--- src/rtl/dstb_pkg.sv ---
// Shared types and constants for the delay and stopwatch timer bank.
`default_nettype none

package dstb_pkg;

    // Fixed field widths
    localparam int unsigned REQ_W   = 4;
    localparam int unsigned CH_W    = 4;
    localparam int unsigned COUNT_W = 16;

    // Command codes; 14 and 15 are no-ops
    typedef enum logic [REQ_W-1:0] {
        REQ_TICK          = 4'd0,
        REQ_ALLOC_DELAY   = 4'd1,
        REQ_OPEN          = 4'd2,
        REQ_CHECK         = 4'd3,
        REQ_PAUSE         = 4'd4,
        REQ_RESUME        = 4'd5,
        REQ_RESUME_RELOAD = 4'd6,
        REQ_CLOSE         = 4'd7,
        REQ_SET_RELOAD    = 4'd8,
        REQ_ALLOC_WATCH   = 4'd9,
        REQ_OPEN_WATCH    = 4'd10,
        REQ_READ_WATCH    = 4'd11,
        REQ_PAUSE_WATCH   = 4'd12,
        REQ_RESUME_WATCH  = 4'd13
    } req_t;

    // Controller states: result register empty or holding a beat
    typedef enum logic {
        ST_EMPTY = 1'b0,
        ST_FULL  = 1'b1
    } ctrl_state_t;

    // Controller to datapath commands
    typedef struct packed {
        logic exec;
    } ctrl_cmd_t;

endpackage

`default_nettype wire

--- src/rtl/dstb_ctrl.sv ---
// Handshake controller: accepts command beats and tracks the result register.
`default_nettype none

module dstb_ctrl (
    input  wire logic                clk,
    input  wire logic                rst_n,
    input  wire logic                in_valid,
    output logic                     in_stall,
    output logic                     out_valid,
    input  wire logic                out_stall,
    output dstb_pkg::ctrl_cmd_t      cmd
);

    dstb_pkg::ctrl_state_t state_reg;
    dstb_pkg::ctrl_state_t state_next;

    // State register
    always_ff @(posedge clk or negedge rst_n)
    begin
        if (!rst_n)
        begin
            state_reg <= dstb_pkg::ST_EMPTY;
        end
        else
        begin
            state_reg <= state_next;
        end
    end

    // Next state and outputs; a new beat may enter while the old one leaves
    always_comb
    begin
        in_stall   = (state_reg == dstb_pkg::ST_FULL) && out_stall;
        out_valid  = (state_reg == dstb_pkg::ST_FULL);
        cmd.exec   = in_valid && !in_stall;
        state_next = state_reg;
        case (state_reg)
            dstb_pkg::ST_EMPTY:
            begin
                if (cmd.exec)
                begin
                    state_next = dstb_pkg::ST_FULL;
                end
            end
            dstb_pkg::ST_FULL:
            begin
                if (!out_stall && !cmd.exec)
                begin
                    state_next = dstb_pkg::ST_EMPTY;
                end
            end
            default:
            begin
                state_next = dstb_pkg::ST_EMPTY;
            end
        endcase
    end

endmodule

`default_nettype wire

--- src/rtl/dstb_datapath.sv ---
// Channel state lanes, allocation encoder and result register.
`default_nettype none

module dstb_datapath #(
    parameter int unsigned DELAY_CHANNELS = 16,
    parameter int unsigned WATCH_CHANNELS = 8
) (
    input  wire logic                              clk,
    input  wire logic                              rst_n,
    input  wire dstb_pkg::ctrl_cmd_t               cmd,
    input  wire logic [dstb_pkg::REQ_W-1:0]        req_type,
    input  wire logic [dstb_pkg::CH_W-1:0]         channel,
    input  wire logic [dstb_pkg::COUNT_W-1:0]      value,
    output logic      [dstb_pkg::CH_W-1:0]         granted_channel,
    output logic                                   alloc_failed,
    output logic                                   delay_done,
    output logic      [dstb_pkg::COUNT_W-1:0]      elapsed
);

    localparam int unsigned CW = dstb_pkg::COUNT_W;

    dstb_pkg::req_t req;

    // Delay channel state
    logic [CW-1:0]             d_reload_reg [DELAY_CHANNELS];
    logic [CW-1:0]             d_reload_next [DELAY_CHANNELS];
    logic [CW-1:0]             d_rem_reg [DELAY_CHANNELS];
    logic [CW-1:0]             d_rem_next [DELAY_CHANNELS];
    logic [DELAY_CHANNELS-1:0] d_use_reg, d_use_next;
    logic [DELAY_CHANNELS-1:0] d_run_reg, d_run_next;
    logic [DELAY_CHANNELS-1:0] d_exp_reg, d_exp_next;
    logic [DELAY_CHANNELS-1:0] d_pause_reg, d_pause_next;

    // Stopwatch state
    logic [CW-1:0]             w_count_reg [WATCH_CHANNELS];
    logic [CW-1:0]             w_count_next [WATCH_CHANNELS];
    logic [WATCH_CHANNELS-1:0] w_use_reg, w_use_next;
    logic [WATCH_CHANNELS-1:0] w_run_reg, w_run_next;
    logic [WATCH_CHANNELS-1:0] w_saved_reg, w_saved_next;

    // Channel decode and allocation
    logic [DELAY_CHANNELS-1:0] d_sel;
    logic [WATCH_CHANNELS-1:0] w_sel;
    logic [DELAY_CHANNELS-1:0] d_free, d_grant;
    logic [WATCH_CHANNELS-1:0] w_free, w_grant;
    logic [dstb_pkg::CH_W-1:0] d_grant_idx, w_grant_idx;
    logic [CW-1:0]             d_dec [DELAY_CHANNELS];
    logic                      sel_expired;
    logic [CW-1:0]             sel_count;

    // Result register
    logic [dstb_pkg::CH_W-1:0] granted_reg, granted_next;
    logic                      failed_reg, failed_next;
    logic                      done_reg, done_next;
    logic [CW-1:0]             elapsed_reg, elapsed_next;

    assign req = dstb_pkg::req_t'(req_type);

    // Lowest free channel: isolate the lowest set bit of the free mask
    assign d_free  = ~d_use_reg;
    assign w_free  = ~w_use_reg;
    assign d_grant = d_free & (~d_free + {{(DELAY_CHANNELS-1){1'b0}}, 1'b1});
    assign w_grant = w_free & (~w_free + {{(WATCH_CHANNELS-1){1'b0}}, 1'b1});

    // Lane select, grant index encode and read-back of the addressed lane
    always_comb
    begin
        d_grant_idx = '0;
        w_grant_idx = '0;
        sel_expired = 1'b0;
        sel_count   = '0;
        for (int i = 0; i < DELAY_CHANNELS; i++)
        begin
            d_sel[i] = (channel == dstb_pkg::CH_W'(i));
            d_dec[i] = d_rem_reg[i] - CW'(1);
            if (d_grant[i])
            begin
                d_grant_idx = d_grant_idx | dstb_pkg::CH_W'(i);
            end
            sel_expired = sel_expired | (d_sel[i] & d_exp_reg[i]);
        end
        for (int i = 0; i < WATCH_CHANNELS; i++)
        begin
            w_sel[i] = (channel == dstb_pkg::CH_W'(i));
            if (w_grant[i])
            begin
                w_grant_idx = w_grant_idx | dstb_pkg::CH_W'(i);
            end
            sel_count = sel_count | ({CW{w_sel[i]}} & w_count_reg[i]);
        end
    end

    // Delay lanes next state
    always_comb
    begin
        for (int i = 0; i < DELAY_CHANNELS; i++)
        begin
            d_reload_next[i] = d_reload_reg[i];
            d_rem_next[i]    = d_rem_reg[i];
            d_use_next[i]    = d_use_reg[i];
            d_run_next[i]    = d_run_reg[i];
            d_exp_next[i]    = d_exp_reg[i];
            d_pause_next[i]  = d_pause_reg[i];
            case (req)
                dstb_pkg::REQ_TICK:
                begin
                    if (d_run_reg[i] && !d_exp_reg[i])
                    begin
                        d_rem_next[i] = d_dec[i];
                        if (d_dec[i] == '0)
                        begin
                            d_exp_next[i] = 1'b1;
                        end
                    end
                end
                dstb_pkg::REQ_ALLOC_DELAY:
                begin
                    if (d_grant[i])
                    begin
                        d_reload_next[i] = value;
                        d_use_next[i]    = 1'b1;
                    end
                end
                dstb_pkg::REQ_OPEN:
                begin
                    if (d_sel[i])
                    begin
                        d_rem_next[i]   = d_reload_reg[i];
                        d_run_next[i]   = 1'b1;
                        d_exp_next[i]   = 1'b0;
                        d_pause_next[i] = 1'b0;
                    end
                end
                dstb_pkg::REQ_CHECK:
                begin
                    if (d_sel[i] && d_exp_reg[i])
                    begin
                        d_exp_next[i] = 1'b0;
                        d_run_next[i] = 1'b0;
                    end
                end
                dstb_pkg::REQ_PAUSE:
                begin
                    if (d_sel[i])
                    begin
                        d_pause_next[i] = d_run_reg[i];
                        d_run_next[i]   = 1'b0;
                    end
                end
                dstb_pkg::REQ_RESUME, dstb_pkg::REQ_RESUME_RELOAD:
                begin
                    if (d_sel[i])
                    begin
                        d_run_next[i]   = d_pause_reg[i];
                        d_pause_next[i] = 1'b0;
                        if (req == dstb_pkg::REQ_RESUME_RELOAD)
                        begin
                            d_rem_next[i] = d_reload_reg[i];
                        end
                    end
                end
                dstb_pkg::REQ_CLOSE:
                begin
                    if (d_sel[i])
                    begin
                        d_run_next[i]   = 1'b0;
                        d_exp_next[i]   = 1'b0;
                        d_pause_next[i] = 1'b0;
                        d_rem_next[i]   = '0;
                    end
                end
                dstb_pkg::REQ_SET_RELOAD:
                begin
                    if (d_sel[i])
                    begin
                        d_reload_next[i] = value;
                    end
                end
                default:
                begin
                end
            endcase
        end
    end

    // Stopwatch lanes next state
    always_comb
    begin
        for (int i = 0; i < WATCH_CHANNELS; i++)
        begin
            w_count_next[i] = w_count_reg[i];
            w_use_next[i]   = w_use_reg[i];
            w_run_next[i]   = w_run_reg[i];
            w_saved_next[i] = w_saved_reg[i];
            case (req)
                dstb_pkg::REQ_TICK:
                begin
                    if (w_run_reg[i])
                    begin
                        w_count_next[i] = w_count_reg[i] + CW'(1);
                    end
                end
                dstb_pkg::REQ_ALLOC_WATCH:
                begin
                    if (w_grant[i])
                    begin
                        w_use_next[i] = 1'b1;
                    end
                end
                dstb_pkg::REQ_OPEN_WATCH:
                begin
                    if (w_sel[i] && !w_run_reg[i])
                    begin
                        w_count_next[i] = '0;
                        w_run_next[i]   = 1'b1;
                    end
                end
                dstb_pkg::REQ_READ_WATCH:
                begin
                    if (w_sel[i] && w_run_reg[i])
                    begin
                        w_count_next[i] = '0;
                        w_run_next[i]   = 1'b0;
                    end
                end
                dstb_pkg::REQ_PAUSE_WATCH:
                begin
                    if (w_sel[i])
                    begin
                        w_saved_next[i] = w_run_reg[i];
                        w_run_next[i]   = 1'b0;
                    end
                end
                dstb_pkg::REQ_RESUME_WATCH:
                begin
                    if (w_sel[i])
                    begin
                        w_run_next[i] = w_saved_reg[i];
                    end
                end
                default:
                begin
                end
            endcase
        end
    end

    // Result beat
    always_comb
    begin
        granted_next = '0;
        failed_next  = 1'b0;
        done_next    = 1'b0;
        elapsed_next = '0;
        case (req)
            dstb_pkg::REQ_ALLOC_DELAY:
            begin
                failed_next  = ~|d_free;
                granted_next = d_grant_idx;
            end
            dstb_pkg::REQ_ALLOC_WATCH:
            begin
                failed_next  = ~|w_free;
                granted_next = w_grant_idx;
            end
            dstb_pkg::REQ_CHECK:
            begin
                done_next = sel_expired;
            end
            dstb_pkg::REQ_READ_WATCH:
            begin
                elapsed_next = sel_count;
            end
            default:
            begin
            end
        endcase
    end

    // Channel state registers, updated on each accepted beat
    always_ff @(posedge clk or negedge rst_n)
    begin
        if (!rst_n)
        begin
            for (int i = 0; i < DELAY_CHANNELS; i++)
            begin
                d_reload_reg[i] <= '0;
                d_rem_reg[i]    <= '0;
            end
            d_use_reg   <= '0;
            d_run_reg   <= '0;
            d_exp_reg   <= '0;
            d_pause_reg <= '0;
            for (int i = 0; i < WATCH_CHANNELS; i++)
            begin
                w_count_reg[i] <= '0;
            end
            w_use_reg   <= '0;
            w_run_reg   <= '0;
            w_saved_reg <= '0;
        end
        else if (cmd.exec)
        begin
            d_reload_reg <= d_reload_next;
            d_rem_reg    <= d_rem_next;
            d_use_reg    <= d_use_next;
            d_run_reg    <= d_run_next;
            d_exp_reg    <= d_exp_next;
            d_pause_reg  <= d_pause_next;
            w_count_reg  <= w_count_next;
            w_use_reg    <= w_use_next;
            w_run_reg    <= w_run_next;
            w_saved_reg  <= w_saved_next;
        end
    end

    // Result register: payload only, loaded when a beat is accepted
    always_ff @(posedge clk)
    begin
        if (cmd.exec)
        begin
            granted_reg <= granted_next;
            failed_reg  <= failed_next;
            done_reg    <= done_next;
            elapsed_reg <= elapsed_next;
        end
    end

    assign granted_channel = granted_reg;
    assign alloc_failed    = failed_reg;
    assign delay_done      = done_reg;
    assign elapsed         = elapsed_reg;

endmodule

`default_nettype wire

--- src/rtl/delay_and_stopwatch_timer_bank_top.sv ---
// A result beat is valid in the cycle after its command beat is accepted.
// Throughput: one command per cycle if not stalled; all channels tick in parallel
// and the result register lets a new command enter while the old result leaves.
// A command is stalled only while the result register is full and stalled.
// Reset (async, active low) clears all delay and stopwatch channels at once.
`default_nettype none

module delay_and_stopwatch_timer_bank_top #(
    parameter int unsigned DELAY_CHANNELS = 16,
    parameter int unsigned WATCH_CHANNELS = 8
) (
    input  wire logic                          clk,
    input  wire logic                          rst_n,
    input  wire logic                          in_valid,
    output logic                               in_stall,
    input  wire logic [dstb_pkg::REQ_W-1:0]    req_type,
    input  wire logic [dstb_pkg::CH_W-1:0]     channel,
    input  wire logic [dstb_pkg::COUNT_W-1:0]  value,
    output logic                               out_valid,
    input  wire logic                          out_stall,
    output logic      [dstb_pkg::CH_W-1:0]     granted_channel,
    output logic                               alloc_failed,
    output logic                               delay_done,
    output logic      [dstb_pkg::COUNT_W-1:0]  elapsed
);

    dstb_pkg::ctrl_cmd_t cmd;

    // Handshake controller
    dstb_ctrl u_ctrl (
        .clk       (clk),
        .rst_n     (rst_n),
        .in_valid  (in_valid),
        .in_stall  (in_stall),
        .out_valid (out_valid),
        .out_stall (out_stall),
        .cmd       (cmd)
    );

    // Channel datapath
    dstb_datapath #(
        .DELAY_CHANNELS (DELAY_CHANNELS),
        .WATCH_CHANNELS (WATCH_CHANNELS)
    ) u_datapath (
        .clk             (clk),
        .rst_n           (rst_n),
        .cmd             (cmd),
        .req_type        (req_type),
        .channel         (channel),
        .value           (value),
        .granted_channel (granted_channel),
        .alloc_failed    (alloc_failed),
        .delay_done      (delay_done),
        .elapsed         (elapsed)
    );

endmodule

`default_nettype wire
--- config.mk ---
export PLATFORM = sky130hd
export DESIGN_NAME = delay_and_stopwatch_timer_bank_top
export DESIGN_NICKNAME = d
export VERILOG_FILES = /design/src/rtl/dstb_pkg.sv /design/src/rtl/dstb_ctrl.sv /design/src/rtl/dstb_datapath.sv /design/src/rtl/delay_and_stopwatch_timer_bank_top.sv
export SDC_FILE = /design/constraint.sdc
export NUM_CORES = 2
export LEC_CHECK = 0
export BUFFER_PORTS_ARGS = -buffer_cell sky130_fd_sc_hd__buf_2
export CORE_UTILIZATION = 37
export CTS_CLUSTER_SIZE = 20
export DETAILED_ROUTE_END_ITERATION = 7
export SETUP_SLACK_MARGIN = 0.4
export SYNTH_ARGS = -nofsm -noshare
export SYNTH_HDL_FRONTEND = slang
export SYNTH_SLANG_ARGS = --single-unit
--- constraint.sdc ---
create_clock -name clk -period 3.58 [get_ports clk]
set_input_delay 0.716 -clock clk [delete_from_list [all_inputs] [get_ports clk]]
set_output_delay 0.716 -clock clk [all_outputs]
set_load 0.02 [all_outputs]
==> metrics.md <==
| Metric | Value |
|---|---|
| Outcome | `complete, no violations` |
| Most instantiated cells after synthesis | `729 x dfrtp_1, 591 x o21ai_0, 482 x nor2_1` |
| Total core area | `0.107 mm2` |
| Clock H-tree levels | `3` |
| Drt total wl | `120000 um` |
| Peak VDD IR | `0.000485 V` |
| Number of synthesized flops with an enable pin | `22` |
| Period utilization | `a little over four fifths` |
| Max Freq | `332 MHz` |
| DRC violations left | `0` |
| Area leader, netlist | `dfrtp_1` |
| Arrival time at the worst endpoint | `3.56 ns` |
| Main synth FF type | `dfrtp_1` |
| Seq/Total Area, Yosys | `47.2%` |
| Final Core Density | `42.4%` |
| Sink Count | `751` |
| Clock transition at path regs | `0.06 ns` |
| Detailed-route via count | `34055` |
| Chip height | `331 um` |
| Max-cap viol count | `0` |
| Via count of the first global-routing pass | `31933` |
| Final setup viols | `0` |
| I/O pins | `52` |
| Setup crit end kind | `flop` |
| Synthesized instance count | `4306` |
| Yosys warning count | `0` |
| Final Instance Area | `0.0455 mm2` |
| RSZ-0062 raised after global routing | `false` |
| Min Tclk post-route | `3.01 ns` |
| DR iter-0 viols | `around 3200` |
| Wire per inst | `20.8 um` |
| Synth Area in Compound Gates | `20.8%` |
| Max Slew Vio Count | `0` |
| Final ANT Viol Nets | `0` |
| CTS Buf Count | `85` |
| Netlist Area Pre-Place | `0.0401 mm2` |
| Worst-case headroom to the max-slew limit | `24.0%` |
| Final Hold Fails | `0` |
| Layout cell share with drive strength beyond 1 | `15.2%` |
| Crit start category | `flop` |
| FF+latch count, synth | `751` |
| Initial antenna violation count | `15` |
| Async SR Flop Fraction | `97.1%` |
| Mean post-synth cell area | `9.31 um2` |
| Xor and xnor area share after synthesis | `2.82%` |
| CTS Hold Bufs | `0` |
| Area share of the largest cell type after synthesis | `45.5%` |
| All-layer global routing usage | `21.8%` |
| Setup Skew | `0.0351 ns` |
| Fillers | `10483` |
| Drt via density | `5.87` |
| Hpwl dp | `about 77000 um` |
| GR Overflow Total | `0` |
| Worst skew pair latency | `0.68 ns` |
| TNS Setup | `0 ns` |
| Syn_nets | `4374` |
| Area Overhead vs Synth | `13.5%` |
| CP Data Required Time | `4.13 ns` |
| # nets final | `~4400` |
| CTS tree | `done` |
| Die X | `331 um` |
| P_leak | `18.5 nW` |
| Port-buffer cells | `51` |
| Clk buf depth | `3` |
| Starting Density | `37.4%` |
| Area after DPL | `0.0425 mm2` |
| Most frequent cell after synthesis | `dfrtp_1` |
| Row cnt | `120` |
| Crit-path max cell delay | `roughly 0.70 ns` |
| First-pass GRT wire length | `~190000 um` |
| Cell Chain, Critical Path | `inv_1 > ha_1 > or4b_2 > nor3_2 > xor2_1 > nor3_1 > and4b_1 > o21ai_0 > mux2_2` |
| Power per cell area | `about 670 mW/mm2` |
| Crit path max-delay cell type | `or4b_2` |
| Crit Path Category | `flop to flop` |
| Pre-antenna DRT Iters | `6` |
| Worst-path fanout max | `8` |
| DIE AREA | `0.110 mm2` |
| Synth Area in Simple Gates | `between 10% and 20%` |
| Routability cong. | `a little over 0.9` |
| Largest net degree at the start of global routing | `123` |
| Largest family of logic cells by synthesized area | `compound AO/OA/AOI/OAI gates` |
| Slew @ Worst Pin | `1.13 ns` |
| Root buffer cell | `clkbuf_16` |
| Top cells by area, synth | `dfrtp_1 46%, o21ai_0 7.4%, mux2_2 7.2%, nor2_1 4.5%, a21oi_1 3.5%` |
| Overall Power | `between 30 and 40 mW` |
| Post-Synth Adder-Cell Area | `~1.2%` |
| Mux contribution to synthesized area | `7.77%` |
| Post-synthesis cell type count | `approximately 90` |
| HP Class | `primary input to asynchronous set/reset pin` |
final timing paths:
| path | start | endpoint | slack [ns] | cells past startpoint |
|---|---|---|---|---|
| setup reg to reg | u_datapath.d_rem_reg[176]$_DFFE_PN0P_ | u_datapath.d_exp_reg[4]$_DFFE_PN0P_ | 0.57 | 9 |
| min in group clk | in_valid | u_ctrl.out_valid$_DFF_PN0_ | 0.28 | 2 |
| hold reg to reg | u_datapath.d_pause_reg[10]$_DFFE_PN0P_ | u_datapath.d_pause_reg[10]$_DFFE_PN0P_ | 0.49 | 2 |
| hold / removal | rst_n | u_ctrl.out_valid$_DFF_PN0_ | 0.05 | 1 |
| setup / recovery | u_datapath.d_rem_reg[176]$_DFFE_PN0P_ | u_datapath.d_exp_reg[4]$_DFFE_PN0P_ | 0.57 | 9 |
| max in group asynchronous | rst_n | u_datapath.d_reload_reg[100]$_DFFE_PN0P_ | 2.55 | 2 |
kinds of logic (layout without fill, tap and decap cells):
logic type	after synthesis	after routing
AOI/OAI and AO/OA	1377	1377
and+or+nand+nor	1351	1351
DFF	751	751
buffers and inverters	384	467
muxes	274	274
xor gates and xnor gates	129	129
adders and majority gates	40	40
other	0	6
critical path: cells and delay by family, from the launching register on:
family | cells | cell delay (ns)
adders and majority gates | 1 | 0.30
muxes | 1 | 0.36
AOI/OAI and AO/OA | 1 | 0.18
and+or+nand+nor | 4 | 1.30
DFF | 1 | 0.44
buffers and inverters | 1 | 0.10
xor gates and xnor gates | 1 | 0.19
power breakdown:
part           internal [mW]  switching [mW]
Clock                   5.35            3.76
Combinational           3.54            4.99
Sequential              10.7            2.20
per-stage QoR:
stage          setup WS (ns)  std cells  hold WS, ns
3_5_place_dp           0.299       5635        0.470
4_1_cts                0.450       5792       0.0565
5_1_grt                0.388       5792       0.0585
6_report               0.572       5798       0.0463
3_3_place_gp           0.362       5635        0.461
2_1_floorplan          0.549       4306        0.420
final cells by class:
| cell class | instances | area [um2] | share of cell area [%] |
|---|---|---|---|
| well taps | 1403 | 1760 | 3.86 |
| flip-flops and latches | 751 | 18900 | 41.6 |
| inverters | 108 | 405 | 0.891 |
| repair buffers | 202 | 1650 | 3.63 |
| multi-input cells | 3171 | 19800 | 43.6 |
| clock inverters | 38 | 472 | 1.04 |
| diodes | 6 | 15.0 | 0.0330 |
| clock buffers | 119 | 2460 | 5.40 |
layer usage:
layer / up-vias / GRT usage, % / share of wire (%)
met5: - / 0 / 0.011
met4: 2 / 5.76 / 2.4
met3: 185 / 3.05 / 5.7
met2: 1016 / 33.9 / 45
met1: 17013 / 31.8 / 47
li1: 15839 / - / -
placed cells by master, fill, tap and decap left out, types with 32 or more instances in the layout:
cell type and instances:
buf_4 130, or3_1 43, clkbuf_16 86, a21oi_1 283
nand2_1 257, buf_2 50, a32oi_1 81, nor2_1 479
a31oi_1 47, xor2_1 49, nor3_1 142, inv_1 107
o21ai_0 589, nor2b_1 32, nor4_1 62, ha_1 39
nand3_1 73, dfrtp_1 729, mux2_2 257, a22oi_1 139
nand4_1 37, xnor2_1 80, nor3b_1 32
repair_timing:
| action | CTS | global route |
|---|---|---|
| endpoints found under the setup margin | 1 | 5 |
| cloned | 0 | 0 |
| buffers inserted | 0 | 0 |
| resized for setup | 1 | 7 |
| pin swaps | 0 | 0 |
Power figures use the tool's default switching activity.
